[src/rtl/sdrd_pkg.sv]
`timescale 1ns / 1ps

package sdrd_pkg;

    // Input word command codes.
    localparam logic [1:0] CMD_SEEK = 2'd0;
    localparam logic [1:0] CMD_READ = 2'd1;
    localparam logic [1:0] CMD_RX   = 2'd2;

    // Bytes on the SPI bus.
    localparam logic [7:0] SD_CMD17    = 8'h51;
    localparam logic [7:0] SPI_FILL    = 8'hFF;
    localparam logic [7:0] DATA_TOKEN  = 8'hFE;
    localparam logic [7:0] R1_READY    = 8'h00;
    localparam logic [7:0] ZERO_BYTE   = 8'h00;

    // Sector geometry.
    localparam int unsigned SECTOR_W    = 23;
    localparam int unsigned POS_W       = 10;
    localparam int unsigned OFS_BITS    = 9;
    localparam logic [10:0] BLOCK_BYTES = 11'd512;
    localparam logic [9:0]  CMD_BYTES   = 10'd6;
    localparam logic [9:0]  CRC_BYTES   = 10'd2;

    // Index of each byte of the command frame after the opcode.
    localparam logic [9:0] CMD_ADDR_HI  = 10'd1;
    localparam logic [9:0] CMD_ADDR_MID = 10'd2;
    localparam logic [9:0] CMD_ADDR_LO  = 10'd3;
    localparam logic [9:0] CMD_ADDR_LSB = 10'd4;

    typedef enum logic [7:0] {
        PH_IDLE = 8'b0000_0001,
        PH_CMD  = 8'b0000_0010,
        PH_R1   = 8'b0000_0100,
        PH_TOK  = 8'b0000_1000,
        PH_SKIP = 8'b0001_0000,
        PH_DATA = 8'b0010_0000,
        PH_TAIL = 8'b0100_0000,
        PH_CRC  = 8'b1000_0000
    } t_phase;

    typedef struct packed {
        logic       tx_valid;
        logic [7:0] tx_byte;
        logic       cs_active;
        logic       data_valid;
        logic [7:0] data_byte;
        logic       done_res;
        logic       rejected;
    } t_result;

endpackage

[src/rtl/sd_spi_block_read_sequencer.sv]
`timescale 1ns / 1ps
// A result word is registered at the edge that accepts its input word.
// Throughput: one input word per cycle while o_stall is low; the state updates on acceptance.
// A two-entry output stage (output register plus skid register) decouples the two channels;
// o_stall rises only while the skid register holds a word.
// Reset is synchronous and active low: phase idle, sector and position zero, no words held.
module sd_spi_block_read_sequencer #(
    parameter int unsigned POLL_LIMIT = 10
) (
    input  logic        i_clk,
    input  logic        i_rst_n,
    // Input channel.
    input  logic        i_valid,
    output logic        o_stall,
    input  logic [1:0]  i_cmd,
    input  logic [31:0] i_seek_offset,
    input  logic [7:0]  i_read_count,
    input  logic [7:0]  i_rx_byte,
    // Result channel.
    output logic        o_valid,
    input  logic        i_stall,
    output logic        o_tx_valid,
    output logic [7:0]  o_tx_byte,
    output logic        o_cs_active,
    output logic        o_data_valid,
    output logic [7:0]  o_data_byte,
    output logic        o_done_res,
    output logic        o_rejected
);

    // The poll counter runs from 1 up to POLL_LIMIT.
    localparam int unsigned PW = $clog2(POLL_LIMIT + 1);
    localparam logic [PW-1:0] POLL_MAX = PW'(POLL_LIMIT);
    localparam logic [PW-1:0] POLL_ONE = PW'(1);

    // Sequencer state.
    sdrd_pkg::t_phase                    r_phase, n_phase;
    logic [sdrd_pkg::SECTOR_W-1:0]       r_sector, n_sector;
    logic [sdrd_pkg::POS_W-1:0]          r_pos, n_pos;
    logic [9:0]                          r_byte_cnt, n_byte_cnt;
    logic [PW-1:0]                       r_poll, n_poll;
    logic [7:0]                          r_pending, n_pending;

    // Output stage.
    logic                r_out_valid;
    sdrd_pkg::t_result   r_out;
    logic                r_skid_valid;
    sdrd_pkg::t_result   r_skid;

    sdrd_pkg::t_result   res;
    logic                accept_in;
    logic                out_free;
    logic                busy;
    logic [10:0]         used;
    logic [9:0]          tail_len;
    logic [9:0]          pos_sum;

    assign o_stall   = r_skid_valid;
    assign accept_in = i_valid && !r_skid_valid;
    assign out_free  = !r_out_valid || !i_stall;
    assign busy      = (r_phase != sdrd_pkg::PH_IDLE);

    // Bytes left in the block after the skipped prefix and the requested data.
    // A position already past the block leaves no tail at all.
    assign used     = {1'b0, r_pos} + {3'b000, r_pending};
    assign tail_len = (used < sdrd_pkg::BLOCK_BYTES) ?
                      10'(sdrd_pkg::BLOCK_BYTES - used) : 10'd0;
    assign pos_sum  = 10'({1'b0, r_pos} + {3'b000, r_pending});

    // Enter a phase of the data part, passing over any phase of zero length.
    function automatic sdrd_pkg::t_phase f_enter(
        input sdrd_pkg::t_phase ph,
        input logic [9:0]       pos,
        input logic [7:0]       pend,
        input logic [9:0]       tail
    );
        sdrd_pkg::t_phase p;
        p = ph;
        if (p == sdrd_pkg::PH_SKIP && pos == 10'd0) p = sdrd_pkg::PH_DATA;
        if (p == sdrd_pkg::PH_DATA && pend == 8'd0) p = sdrd_pkg::PH_TAIL;
        if (p == sdrd_pkg::PH_TAIL && tail == 10'd0) p = sdrd_pkg::PH_CRC;
        return p;
    endfunction

    // Command frame: opcode, 32-bit byte address (sector << 9), then a filler.
    function automatic logic [7:0] f_cmd_byte(
        input logic [9:0]                    k,
        input logic [sdrd_pkg::SECTOR_W-1:0] sec
    );
        logic [7:0] b;
        case (k)
            sdrd_pkg::CMD_ADDR_HI:  b = sec[22:15];
            sdrd_pkg::CMD_ADDR_MID: b = sec[14:7];
            sdrd_pkg::CMD_ADDR_LO:  b = {sec[6:0], 1'b0};
            sdrd_pkg::CMD_ADDR_LSB: b = sdrd_pkg::ZERO_BYTE;
            default:                b = sdrd_pkg::SPI_FILL;
        endcase
        return b;
    endfunction

    always_comb begin
        n_phase    = r_phase;
        n_sector   = r_sector;
        n_pos      = r_pos;
        n_byte_cnt = r_byte_cnt;
        n_poll     = r_poll;
        n_pending  = r_pending;
        res        = '0;

        if (i_cmd inside {sdrd_pkg::CMD_SEEK, sdrd_pkg::CMD_READ}) begin
            if (busy) begin
                // A seek or read during a running sequence is refused.
                res.rejected = 1'b1;
            end else if (i_cmd == sdrd_pkg::CMD_SEEK) begin
                n_sector = i_seek_offset[31:sdrd_pkg::OFS_BITS];
                n_pos    = {1'b0, i_seek_offset[sdrd_pkg::OFS_BITS-1:0]};
            end else begin
                n_pending    = i_read_count;
                n_phase      = sdrd_pkg::PH_CMD;
                n_byte_cnt   = 10'd1;
                res.tx_valid = 1'b1;
                res.tx_byte  = sdrd_pkg::SD_CMD17;
            end
        end else if (i_cmd == sdrd_pkg::CMD_RX && busy) begin
            res.tx_valid = 1'b1;
            res.tx_byte  = sdrd_pkg::SPI_FILL;
            case (r_phase)
                sdrd_pkg::PH_CMD: begin
                    if (r_byte_cnt < sdrd_pkg::CMD_BYTES) begin
                        res.tx_byte = f_cmd_byte(r_byte_cnt, r_sector);
                        n_byte_cnt  = r_byte_cnt + 10'd1;
                    end else begin
                        n_phase = sdrd_pkg::PH_R1;
                        n_poll  = POLL_ONE;
                    end
                end
                sdrd_pkg::PH_R1: begin
                    // Give up waiting for R1 after the poll limit and carry on.
                    if (i_rx_byte == sdrd_pkg::R1_READY || r_poll >= POLL_MAX) begin
                        n_phase = sdrd_pkg::PH_TOK;
                        n_poll  = POLL_ONE;
                    end else begin
                        n_poll = r_poll + POLL_ONE;
                    end
                end
                sdrd_pkg::PH_TOK: begin
                    if (i_rx_byte == sdrd_pkg::DATA_TOKEN || r_poll >= POLL_MAX) begin
                        n_phase    = f_enter(sdrd_pkg::PH_SKIP, r_pos, r_pending, tail_len);
                        n_byte_cnt = 10'd1;
                    end else begin
                        n_poll = r_poll + POLL_ONE;
                    end
                end
                sdrd_pkg::PH_SKIP: begin
                    if (r_byte_cnt < r_pos) begin
                        n_byte_cnt = r_byte_cnt + 10'd1;
                    end else begin
                        n_phase    = f_enter(sdrd_pkg::PH_DATA, r_pos, r_pending, tail_len);
                        n_byte_cnt = 10'd1;
                    end
                end
                sdrd_pkg::PH_DATA: begin
                    res.data_valid = 1'b1;
                    res.data_byte  = i_rx_byte;
                    if (r_byte_cnt < {2'b00, r_pending}) begin
                        n_byte_cnt = r_byte_cnt + 10'd1;
                    end else begin
                        n_phase    = f_enter(sdrd_pkg::PH_TAIL, r_pos, r_pending, tail_len);
                        n_byte_cnt = 10'd1;
                    end
                end
                sdrd_pkg::PH_TAIL: begin
                    if (r_byte_cnt < tail_len) begin
                        n_byte_cnt = r_byte_cnt + 10'd1;
                    end else begin
                        n_phase    = sdrd_pkg::PH_CRC;
                        n_byte_cnt = 10'd1;
                    end
                end
                sdrd_pkg::PH_CRC: begin
                    if (r_byte_cnt < sdrd_pkg::CRC_BYTES) begin
                        n_byte_cnt = r_byte_cnt + 10'd1;
                    end else begin
                        // Sequence ends: release chip select and advance the position.
                        // Only a position of exactly one block rolls into the next sector.
                        res.tx_valid = 1'b0;
                        res.tx_byte  = sdrd_pkg::ZERO_BYTE;
                        res.done_res = 1'b1;
                        n_phase      = sdrd_pkg::PH_IDLE;
                        n_byte_cnt   = 10'd0;
                        if (pos_sum == 10'(sdrd_pkg::BLOCK_BYTES)) begin
                            n_pos    = 10'd0;
                            n_sector = r_sector + 23'd1;
                        end else begin
                            n_pos = pos_sum;
                        end
                    end
                end
                default: begin
                    n_phase = sdrd_pkg::PH_IDLE;
                end
            endcase
        end

        // Chip select follows the phase the block is left in.
        res.cs_active = (n_phase != sdrd_pkg::PH_IDLE);
    end

    always_ff @(posedge i_clk) begin
        if (!i_rst_n) begin
            r_phase    <= sdrd_pkg::PH_IDLE;
            r_sector   <= '0;
            r_pos      <= '0;
            r_byte_cnt <= '0;
            r_poll     <= '0;
            r_pending  <= '0;
        end else if (accept_in) begin
            r_phase    <= n_phase;
            r_sector   <= n_sector;
            r_pos      <= n_pos;
            r_byte_cnt <= n_byte_cnt;
            r_poll     <= n_poll;
            r_pending  <= n_pending;
        end
    end

    // Output register with a skid register behind it. A new word is taken only
    // while the skid register is empty, so no result is ever dropped.
    always_ff @(posedge i_clk) begin
        if (!i_rst_n) begin
            r_out_valid  <= 1'b0;
            r_skid_valid <= 1'b0;
        end else if (out_free) begin
            if (r_skid_valid) begin
                r_out_valid  <= 1'b1;
                r_skid_valid <= 1'b0;
            end else begin
                r_out_valid <= accept_in;
            end
        end else if (accept_in) begin
            r_skid_valid <= 1'b1;
        end
    end

    always_ff @(posedge i_clk) begin
        if (out_free) begin
            if (r_skid_valid) begin
                r_out <= r_skid;
            end else if (accept_in) begin
                r_out <= res;
            end
        end else if (accept_in) begin
            r_skid <= res;
        end
    end

    assign o_valid      = r_out_valid;
    assign o_tx_valid   = r_out.tx_valid;
    assign o_tx_byte    = r_out.tx_byte;
    assign o_cs_active  = r_out.cs_active;
    assign o_data_valid = r_out.data_valid;
    assign o_data_byte  = r_out.data_byte;
    assign o_done_res   = r_out.done_res;
    assign o_rejected   = r_out.rejected;

    // The skid register only fills behind an occupied output register.
    a_skid_behind_out: assert property (@(posedge i_clk) disable iff (!i_rst_n)
        r_skid_valid |-> r_out_valid)
        else $error("skid register holds a word while the output register is empty");

    // The last word of a sequence drops chip select and requests no transfer.
    a_done_releases_cs: assert property (@(posedge i_clk) disable iff (!i_rst_n)
        (o_valid && o_done_res) |-> (!o_cs_active && !o_tx_valid))
        else $error("done word with chip select or transfer still active");

    // Data bytes are only delivered inside a running sequence that clocks on.
    a_data_in_sequence: assert property (@(posedge i_clk) disable iff (!i_rst_n)
        (o_valid && o_data_valid) |-> (o_cs_active && o_tx_valid))
        else $error("data byte delivered outside an active transfer");

    // A refused request never starts a transfer and leaves the card selected.
    a_reject_quiet: assert property (@(posedge i_clk) disable iff (!i_rst_n)
        (o_valid && o_rejected) |-> (!o_tx_valid && o_cs_active && !o_done_res))
        else $error("rejected word carries activity");

endmodule

[config.mk]
export PLATFORM = sky130hd
export DESIGN_NAME = sd_spi_block_read_sequencer
export DESIGN_NICKNAME = d
export VERILOG_FILES = /design/src/rtl/sdrd_pkg.sv /design/src/rtl/sd_spi_block_read_sequencer.sv
export SDC_FILE = /design/constraint.sdc
export NUM_CORES = 1
export LEC_CHECK = 0
export BUFFER_PORTS_ARGS = -buffer_cell sky130_fd_sc_hd__buf_2
export CORE_ASPECT_RATIO = 1.75
export CORE_UTILIZATION = 58
export CTS_BUF_LIST = sky130_fd_sc_hd__clkbuf_8
export DETAILED_ROUTE_END_ITERATION = 8
export PLACE_DENSITY_LB_ADDON = 0.15
export SLEW_MARGIN = 5
export SYNTH_ARGS = -nofsm -noshare
export SYNTH_HDL_FRONTEND = slang
export SYNTH_SLANG_ARGS = --single-unit
export TNS_END_PERCENT = 20
[constraint.sdc]
create_clock -name i_clk -period 14.6 [get_ports i_clk]
set_clock_uncertainty 0.1 [all_clocks]
set_input_delay 0.73 -clock i_clk [delete_from_list [all_inputs] [get_ports i_clk]]
set_output_delay 0.73 -clock i_clk [all_outputs]
set_load 0.01 [all_outputs]
# Word-level counts from Yosys, hierarchy flattened
# Index checks and enable logic that the tools add are counted.
# totals
ff_bits	107
latch_bits	0
mem_bits_rw	0
romBits	0
inputBits	54
elab_cells	177
mem_count	0
# op_classes
n_addsub	5
n_mul	0
div	0
n_lt_le_gt_ge	7
eq_ne	28
shift	0
muxes	79
n_bitwise	5
reduce_logical	31
# op_table
operator	count
2-to-1 mux 8 bit	28
2-to-1 mux 10 bit	20
2-to-1 mux 23 bit	7
case mux 10 bit (6 select lines)	1
case mux 8 bit (7 select lines)	1
2-to-1 mux 9 bit	6
2-to-1 mux 21 bit	2
case mux 8 bit (4 select lines)	1
equality test 8 x 7 -> 1 bit, second input constant	3
adder 23 x 1 -> 23 bit, second input constant	1
equality test 10 x 2 -> 1 bit, second input constant	2
logical NOT 10 bit	2
< comparator 10 bit	2
equality test 8 x 6 -> 1 bit, second input constant	2
equality test 8 bit, second input constant	2
logical NOT 8 bit	2
inequality test 8 x 1 -> 1 bit, second input constant	2
case mux 8 bit (2 select lines)	1
AND reduction 7 bit	2
2-to-1 mux 4 bit	3
inequality test 2 bit, second input constant	6
case mux 4 bit (3 select lines)	1
AND reduction 6 bit	2
adder 10 x 8 -> 11 bit	1
32 further kinds	55

# Longest topological paths before layout
# Gate-level depths: netlist (run 1).
# depth
word_depth	23
ltp_mapped	20
depth_no_buf	20

# Worst setup path after synthesis (run 1)
# OpenSTA, ideal clock, no wires.
# synth_path
path_kind	flip-flop to flip-flop
from	register r_pos[0] (netlist name)
to	register r_out, in the netlist o_cs_active, data pin
t_arrival_ns	4.355
required_time_ns	14.240
slack_ns	9.886
stages_incl_launch_ff	20
path_buffers	1
path_cell_list	dfxtp_1 ha_1 fa_1 a211oi_1 nor2_1 xor2_1 or3b_1 clkbuf_1 or4_1 or3_1 ha_1 nand2_1 a21oi_1 a221o_1 nor4_1 o21a_1 o21bai_1 a211o_1 nand4b_1 mux2_2
# synth_rtl
element	line	source
start: declaration	sd_spi_block_read_sequencer.sv:39	logic [sdrd_pkg::POS_W-1:0] r_pos, n_pos;
start signal: assignment	sd_spi_block_read_sequencer.sv:220	r_pos <= n_pos;
end signal: assignment	sd_spi_block_read_sequencer.sv:248	r_out <= r_skid;
end signal: assignment	sd_spi_block_read_sequencer.sv:250	r_out <= res;
end: declaration	sd_spi_block_read_sequencer.sv:46	sdrd_pkg::t_result r_out;

==> summary.md, run 1 <==
| Metric | Value |
|---|---|
| Final setup viols | `0` |
| Flops & latches, synth | `107` |
| Syn Nets | `936` |
| Cells after Synth | `841` |
| R2r startpoint | `r_pos[0]` |
| Hold Path Class | `flip-flop to flip-flop` |
| Nets | `987` |
| Crit path largest cell delay | `0.49 ns` |
| DR iter-0 viols | `396` |
| Area leader, netlist | `dfxtp_1` |
| Inst Count DP | `1046` |
| Clk slew on worst S/H paths | `0.11 ns` |
| Fill count | `1108` |
| Avg WL per Cell | `19.0 um` |
| Die area | `12900 um^2` |
| TritonCTS clock tree | `built` |
| Worst Slack Setup Final | `9.36 ns` |
| Slew headroom | `20.5%` |
| Total GRT Usage | `32.0%` |
| Drc violations | `0` |
| Setup TNS | `0 ns` |
| Hold EP | `r_poll[1]` |
| WHS Path Cells | `2` |
| Register area share after synthesis | `35.5%` |
| Pin count of the biggest net entering global routing | `66` |
| Worst path required time | `14.64 ns` |
| Non-Filler Instances | `1062` |
| Synth async-reset ratio | `0%` |
| CP Cell Sequence | `ha_1, fa_1, a211oi_1, nor2_1, xor2_1, or3b_1, or4_1, or3_1, ha_1, nand2_1, a21oi_1, a221o_1, nor4_1, o21a_1, o21bai_1, a211o_1, nand4b_1, mux2_2` |
| Routed via count | `6717` |
| Tcrit/Tclk final | `35.9%` |
| Reg2reg end | `o_cs_active` |
| Top cells by area, synth | `dfxtp_1, edfxtp_1, ha_1` |
| Critical Path Most Common Cell | `ha_1` |
| Worst Path Buf+Inv | `0` |
| Die width | `86.4 um` |
| RSZ-0062 raised after global routing | `no` |
| Yosys top cell area share | `18.0%` |
| DP Wirelength | `15400 um` |
| Post-CTS repair timing setup buffer count | `0` |
| Clock buffer depth | `2` |
| Worst setup SP type | `flip-flop` |
| Starting density of the core | `59.9%` |
| Share of layout cells above drive strength 1 | `15.4%` |
| Maxcap violations | `0` |
| Core Region | `12100 um^2` |
| WP data arrival | `5.28 ns` |
| Cts hold-fix bufs | `0` |
| Crit-path slowest cell | `or3b_1` |
| Power density over the cells | `80.3 nW/um^2` |
| Post-synth cell types | `78` |
| Crit Path Category | `flip-flop to flip-flop` |
| Post-Syn Area | `7230 um^2` |
| IR drop worst, VDD | `0.0000446 V` |
| Post-route ant nets | `0` |
| Area growth, synth to finish | `8.69%` |
| Drt total wl | `20200 um` |
| Worst Tran Pin Value | `1.19 ns` |
| Fmax | `0.191 GHz` |
| Clk_lat worst skew | `0.38 ns` |
| Initial antenna violation count | `0` |
| Worst path top cell family by delay | `simple AND/OR/NAND/NOR gates` |
| Pins Over Slew Limit | `0` |
| DRT Pass-1 Iters | `5` |
| Hold Startpoint | `r_poll[1]` |
| Vias in the first global route | `6556` |
| Syn Area/Cell | `8.59 um^2` |
| Fin. Hold Viols | `0` |
| Lkg Pwr | `3.17 nW` |
| EDFF count, synth | `42` |
| Vias per cell | `6.32` |
| Io pins | `77` |
| Reg2reg setup slack | `9.36 ns` |
| Gates resized, CTS repair | `0` |
| CP Depth | `18` |
| Top FF cell, synth | `dfxtp_1` |
| Crit path time final | `5.24 ns` |
| Outcome | `finished clean` |
| FF-to-FF path depth | `18` |
| YS warnings | `0` |
| TritonCTS buffer count | `9` |
| Total grt overflow | `0` |
| Total power | `631 uW` |
| Pre-CTS setup slack | `9.43 ns` |
| Global-route wire length before repair | `32000 um` |
| Sink Count | `107` |
| Port bufs | `76` |
| Antenna Cells | `0` |
| Die height | `150 um` |
| Root buffer cell | `clkbuf_8` |
| Hold WS | `0.434 ns` |
| Rows | `53` |
| Critical Path End Type | `flip-flop` |
| H-tree depth | `3` |
| Max Fanout on Critical Path | `6` |
| RD Place Congestion | `0.943` |
==> flip-flops by register name, indices dropped and copies added (netlist names) <==
register,cells
r_skid,21
o_valid,1
r_byte_cnt,10
r_poll,4
r_pending,8
o_done_res,1
o_data_valid,1
o_stall,1
o_tx_valid,1
o_tx_byte,8
r_phase,8
o_cs_active,1
o_rejected,1
r_sector,23
o_data_byte,8
r_pos,10
==> through the flow <==
step | util, % | instance area, um^2
after floorplan | - | 7230
after global placement | 63.5 | 7670
after detailed placement | 63.5 | 7670
after CTS | 65.1 | 7860
after global routing | 65.1 | 7860
final | 65.1 | 7860
==> cells in the final DEF, fill, tap and decap left out, types with 19 or more instances in the layout <==
| master | instances |
|---|---|
| inv_1 | 34 |
| and2_1 | 20 |
| buf_2 | 76 |
| edfxtp_1 | 42 |
| nor3_1 | 26 |
| a21oi_1 | 40 |
| nand3_1 | 23 |
| dfxtp_1 | 65 |
| nand2_1 | 90 |
| nor2_1 | 64 |
| o21ai_0 | 54 |
| nor2b_1 | 24 |
| mux2_2 | 19 |
| ha_1 | 40 |
==> worst max path at each step <==
stage / startpoint / end / slack [ns]
after floorplan: r_pos[0] / o_cs_active / 9.89
after global placement: r_pos[0] / o_cs_active / 9.52
after detailed placement: r_pending[0] / o_cs_active / 9.43
after CTS: r_pending[0] / o_cs_active / 9.41
after global routing: r_pending[0] / o_cs_active / 9.07
final: r_pos[0] / o_cs_active / 9.36
==> Yosys cell counts, drive strengths merged, types with 4 or more instances <==
cell type and count:
a2111oi 4, a21boi 21, a21o 9, a21oi 41
a22o 10, a22oi 4, a31oi 11, and2 21
and3 16, buf 10, clkbuf 30, dfxtp 65
edfxtp 42, ha 40, inv 34, mux2 19
mux2i 16, nand2 91, nand2b 9, nand3 23
nand3b 4, nand4 12, nor2 66, nor2b 24
nor3 29, nor4 11, o2111ai 4, o211ai 5
o21a 9, o21ai 57, o31ai 14, o41ai 4
or2 6, or3 7, or4 7, xnor2 5
xor2 9
==> layout make-up <==
type / count / area (um^2) / share of cell area (%)
inverters: 34 / 128 / 1.62
well taps: 165 / 206 / 2.63
clock inverters: 7 / 63.8 / 0.812
multi-input cells: 660 / 4360 / 55.5
repair buffers: 80 / 410 / 5.22
flip-flops and latches: 107 / 2560 / 32.6
clock buffers: 9 / 124 / 1.58
==> tightest hold or removal path, delay by kind of cell (launching register included) <==
family	cells	cell delay, ns
simple gates	1	0.06
flops	1	0.36
compound gates	1	0.07
==> where the power goes <==
| part | internal (mW) | leakage, nW | total, mW | switching [mW] |
|---|---|---|---|---|
| Clock | 0.0647 | 0.0877 | 0.175 | 0.110 |
| Combinational | 0.0508 | 2.13 | 0.126 | 0.0751 |
| Sequential | 0.321 | 0.949 | 0.330 | 0.00818 |
| Total | 0.437 | 3.17 | 0.631 | 0.194 |
==> layer usage <==
layer	track usage, %	share of wire, %	vias to the layer above
met4	22.7	6.9	0
met2	58.1	52	261
met1	33.1	37	3161
li1	-	-	3220
met5	0	0	-
met3	4.36	4.4	75
==> cells by family (layout without fill, tap and decap cells) <==
| logic type | count (synthesis) | in the layout | share of synthesized area, % |
|---|---|---|---|
| muxes | 35 | 35 | 5.18 |
| and+or+nand+nor | 341 | 341 | 24.4 |
| xor gates and xnor gates | 14 | 14 | 1.70 |
| adders and majority gates | 41 | 41 | 7.20 |
| AOI/OAI and AO/OA | 229 | 229 | 21.8 |
| DFF | 107 | 107 | 35.5 |
| buffers and inverters | 74 | 130 | 4.26 |
Power figures use the tool's default switching activity.
==> inputs of run 2 (changes only) <==
- ABC_AREA: unset -> 1
- CORE_UTILIZATION: 58 -> 56
- clock period: 14.6 -> 4.6 ns (I/O delays scaled with it)
==> run 2 against run 1 <==
Against the previous run:
- routed wire length grew 6.4%
- hold slack got worse by 0.42 ns
- utilization down 2.3 points
- largest cell class unchanged
- design area rose by 4.0%
- final cell count increased by 20%
- maximum frequency rose by 34%
- global-route usage increased by 0.45 points
- combinational power grew to 3.7 times the previous value
- total power grew to 3.3 times the previous value
==> summary.md, run 2 <==
| Metric | Value |
|---|---|
| Clk slew on worst S/H paths | `0.11 ns (about the same)` |
| Top FF cell, synth | `dfxtp_1` |
| Yosys top cell area share | `17.4% (-0.61 points)` |
| Biggest register | `r_sector` |
| TritonCTS buffer count | `9 (unchanged)` |
| Area post-placement | `7960 um^2 (+3.8%)` |
| Worst setup SP type | `flip-flop` |
| Number of flip-flops in the largest register | `23 (unchanged)` |
| Pins Over Slew Limit | `0 (unchanged)` |
| Fmax | `0.257 GHz (+34%)` |
| Syn Area/Cell | `7.25 um^2 (-16%)` |
| Vias per cell | `5.70 (-9.9%)` |
| Fin. Hold Viols | `0 (unchanged)` |
| Total grt overflow | `0 (unchanged)` |
| Post-Synth XOR/XNOR Area | `2.57% (+0.88 points)` |
| Area growth, synth to finish | `9.18%` |
| Top Registers | `r_sector (23), r_skid (21)` |
| Gates resized, CTS repair | `0 (unchanged)` |
| Port bufs | `76 (unchanged)` |
| Final setup viols | `0 (unchanged)` |
| Die area | `13800 um^2 (+7.1%)` |
| Most numerous cell in the Yosys netlist | `nand2_1` |
| Slew headroom | `20.5% (-0.074 points)` |
| Clock buffer depth | `2 (unchanged)` |
| Inst Count DP | `1252 (+20%)` |
| Clk_lat worst skew | `0.38 ns (about the same)` |
| Crit path time final | `3.90 ns (-1.34 ns)` |
| Vias in the first global route | `6972 (+6.3%)` |
| Maxcap violations | `0 (unchanged)` |
| Total power | `2.07 mW (+230%)` |
| Setup TNS | `0 ns (unchanged)` |
| Post-Syn Area | `7480 um^2 (+3.5%)` |
| RSZ-0062 raised after global routing | `no` |
| Starting density of the core | `57.5% (-2.4 points)` |
| H-tree depth | `3 (unchanged)` |
| Drt total wl | `21500 um (+6.4%)` |
| Syn Nets | `1127 (+20%)` |
| Non-Filler Instances | `1272 (+20%)` |
| Die height | `155 um (+3.5%)` |
| EDFF count, synth | `42 (unchanged)` |
| Die width | `89.4 um (+3.5%)` |
| Rows | `55 (+3.8%)` |
| Compound-Gate Fraction of Synth Area | `17.3% (-4.5 points)` |
| Flops & latches, synth | `107 (unchanged)` |
| Most frequent cells in the layout | `nand2_1, inv_1, nor2_1, buf_2, nand3_1` |
| Fraction of the mapped netlist area in adder cells | `6.96% (-0.25 points)` |
| Worst Tran Pin Value | `1.19 ns (+0.00241 ns)` |
| Power density over the cells | `253 nW/um^2 (+220%)` |
| Worst path required time | `4.65 ns (-9.99 ns)` |
| Sink Count | `107 (unchanged)` |
| Io pins | `77 (unchanged)` |
| Lkg Pwr | `3.62 nW (+14%)` |
| Most common cell after layout, fill and taps aside | `nand2_1` |
| Area leader, netlist | `dfxtp_1` |
| DP Wirelength | `16700 um (+8.4%)` |
| IR drop worst, VDD | `0.000174 V (+290%)` |
| Hold Path Class | `input port to flip-flop` |
| Mux contribution to synthesized area | `0% (-5.2 points)` |
| Outcome | `finished clean` |
| Synth async-reset ratio | `0% (unchanged)` |
| Avg WL per Cell | `16.9 um (-11%)` |
| Total GRT Usage | `32.4% (+0.45 points)` |
| Antenna Cells | `0 (unchanged)` |
| Post-Synth Simple-Gate Area | `29.8% (+5.4 points)` |
| Final core utilization | `62.8% (-2.3 points)` |
| Tcrit/Tclk final | `84.7% (+49 points)` |
| Main combinational cell family by area after synthesis | `simple AND/OR/NAND/NOR gates` |
| Initial antenna violation count | `0 (unchanged)` |
| Routed via count | `7248 (+7.9%)` |
| Final instance area | `8170 um^2 (+4.0%)` |
| Share of layout cells above drive strength 1 | `15.1% (-0.31 points)` |
| Critical Path End Type | `flip-flop` |
| TritonCTS clock tree | `built` |
| Nets | `1191 (+21%)` |
| Crit Path Category | `flip-flop to flip-flop` |
| WP data arrival | `3.95 ns (-1.33 ns)` |
| Drc violations | `0 (unchanged)` |
| Cells after Synth | `1032 (+23%)` |
| Register area share after synthesis | `34.2% (-1.2 points)` |
| DR iter-0 viols | `321 (-19%)` |
| DRT Pass-1 Iters | `5 (unchanged)` |
| RD Place Congestion | `0.996 (+5.6%)` |
| Pin count of the biggest net entering global routing | `39 (-41%)` |
| Commonest cells post-synth | `nand2_1, inv_1, nor2_1, nand3_1, dfxtp_1` |
| Global-route wire length before repair | `33900 um (+6.0%)` |
| Post-route ant nets | `0 (unchanged)` |
| Root buffer cell | `clkbuf_8` |
| Post-synth cell types | `58 (-26%)` |
| Max Fanout on Critical Path | `9 (+3)` |
| Top cells by area, synth | `dfxtp_1, edfxtp_1, nand2_1` |
| Core Region | `13000 um^2 (+7.8%)` |
| YS warnings | `0 (unchanged)` |
| Reg2reg setup slack | `0.70 ns (-8.66 ns)` |
## run 2: cell types whose count changed after synthesis, sizes merged, moves of 13 or more
cell | previous run | this run
nand2 | 91 | 262
inv | 34 | 138
nand3 | 23 | 72
nor2 | 66 | 96
nor2b | 24 | 0
and2 | 21 | 0
a21oi | 41 | 60
mux2 | 19 | 0
a21boi | 21 | 3
mux2i | 16 | 0
and3 | 16 | 1
nor3 | 29 | 16
## run 2: logic make-up after synthesis
logic type / Yosys count
simple gates: 488
compound gates: 204
buf+inv: 170
flops: 107
fa+ha+maj: 41
xor+xnor: 22
## run 2: critical path, cell delays in order (launching register included)
cell      delay [ns]
dfxtp_1         0.35
ha_1            0.28
fa_1            0.44
nand3_1         0.15
nand2_1         0.08
nand2_1         0.10
nand2_1         0.08
nand2_1         0.11
inv_1           0.08
nor2_4          0.20
nand2_1         0.09
ha_1            0.29
a21oi_1         0.16
nor2_1          0.05
a211oi_1        0.17
o221a_2         0.24
nand3_1         0.08
nand2_1         0.07
nand3_1         0.07
nand2_1         0.07
nand2_1         0.06
nor2_1          0.11
nand3_1         0.11
nand2_1         0.08
nand2_1         0.05
## run 2: through the flow
step / worst slack [ns] / hold slack (ns)
2_1_floorplan: 1.17 / 0.291
3_3_place_gp: 0.847 / 0.339
3_5_place_dp: 0.778 / 0.363
4_1_cts: 0.731 / 0.00233
5_1_grt: 0.285 / 0.00565
6_report: 0.702 / 0.0133
## run 2: what timing repair did
action	CTS	global route
hold endpoints to repair	1	3
hold buffers	1	3
buffers inserted	0	0
## run 2: worst paths after layout
kind                                        start      endpoint  cells after the start
worst max-delay path                     r_pos[0]   o_cs_active                     24
worst min-delay path            i_seek_offset[21]  r_sector[12]                      3
worst max register to register           r_pos[0]   o_cs_active                     24
worst min register to register          r_poll[3]     r_poll[3]                      2
## run 2: routing by layer
layer,global-route usage [%],vias to the layer above,wire length (um)
met2,59.4,244,11500
met1,33.1,3303,7840
met3,4.77,73,829
met5,0,-,0
li1,-,3628,-
met4,20.4,0,1360
## run 2: area by class of cell
class	instances	area [um^2]
Fill cell	1272	4840
Clock inverter	7	50.0
Tap cell	171	214
Timing Repair Buffer	83	443
Sequential cell	107	2560
Inverter	140	529
Multi-Input combinational cell	755	4250
Clock buffer	9	124
## run 2: power by group
part / internal [mW] / switching (mW)
registers: 1.03 / 0.0288
clock network: 0.202 / 0.350
logic: 0.150 / 0.311
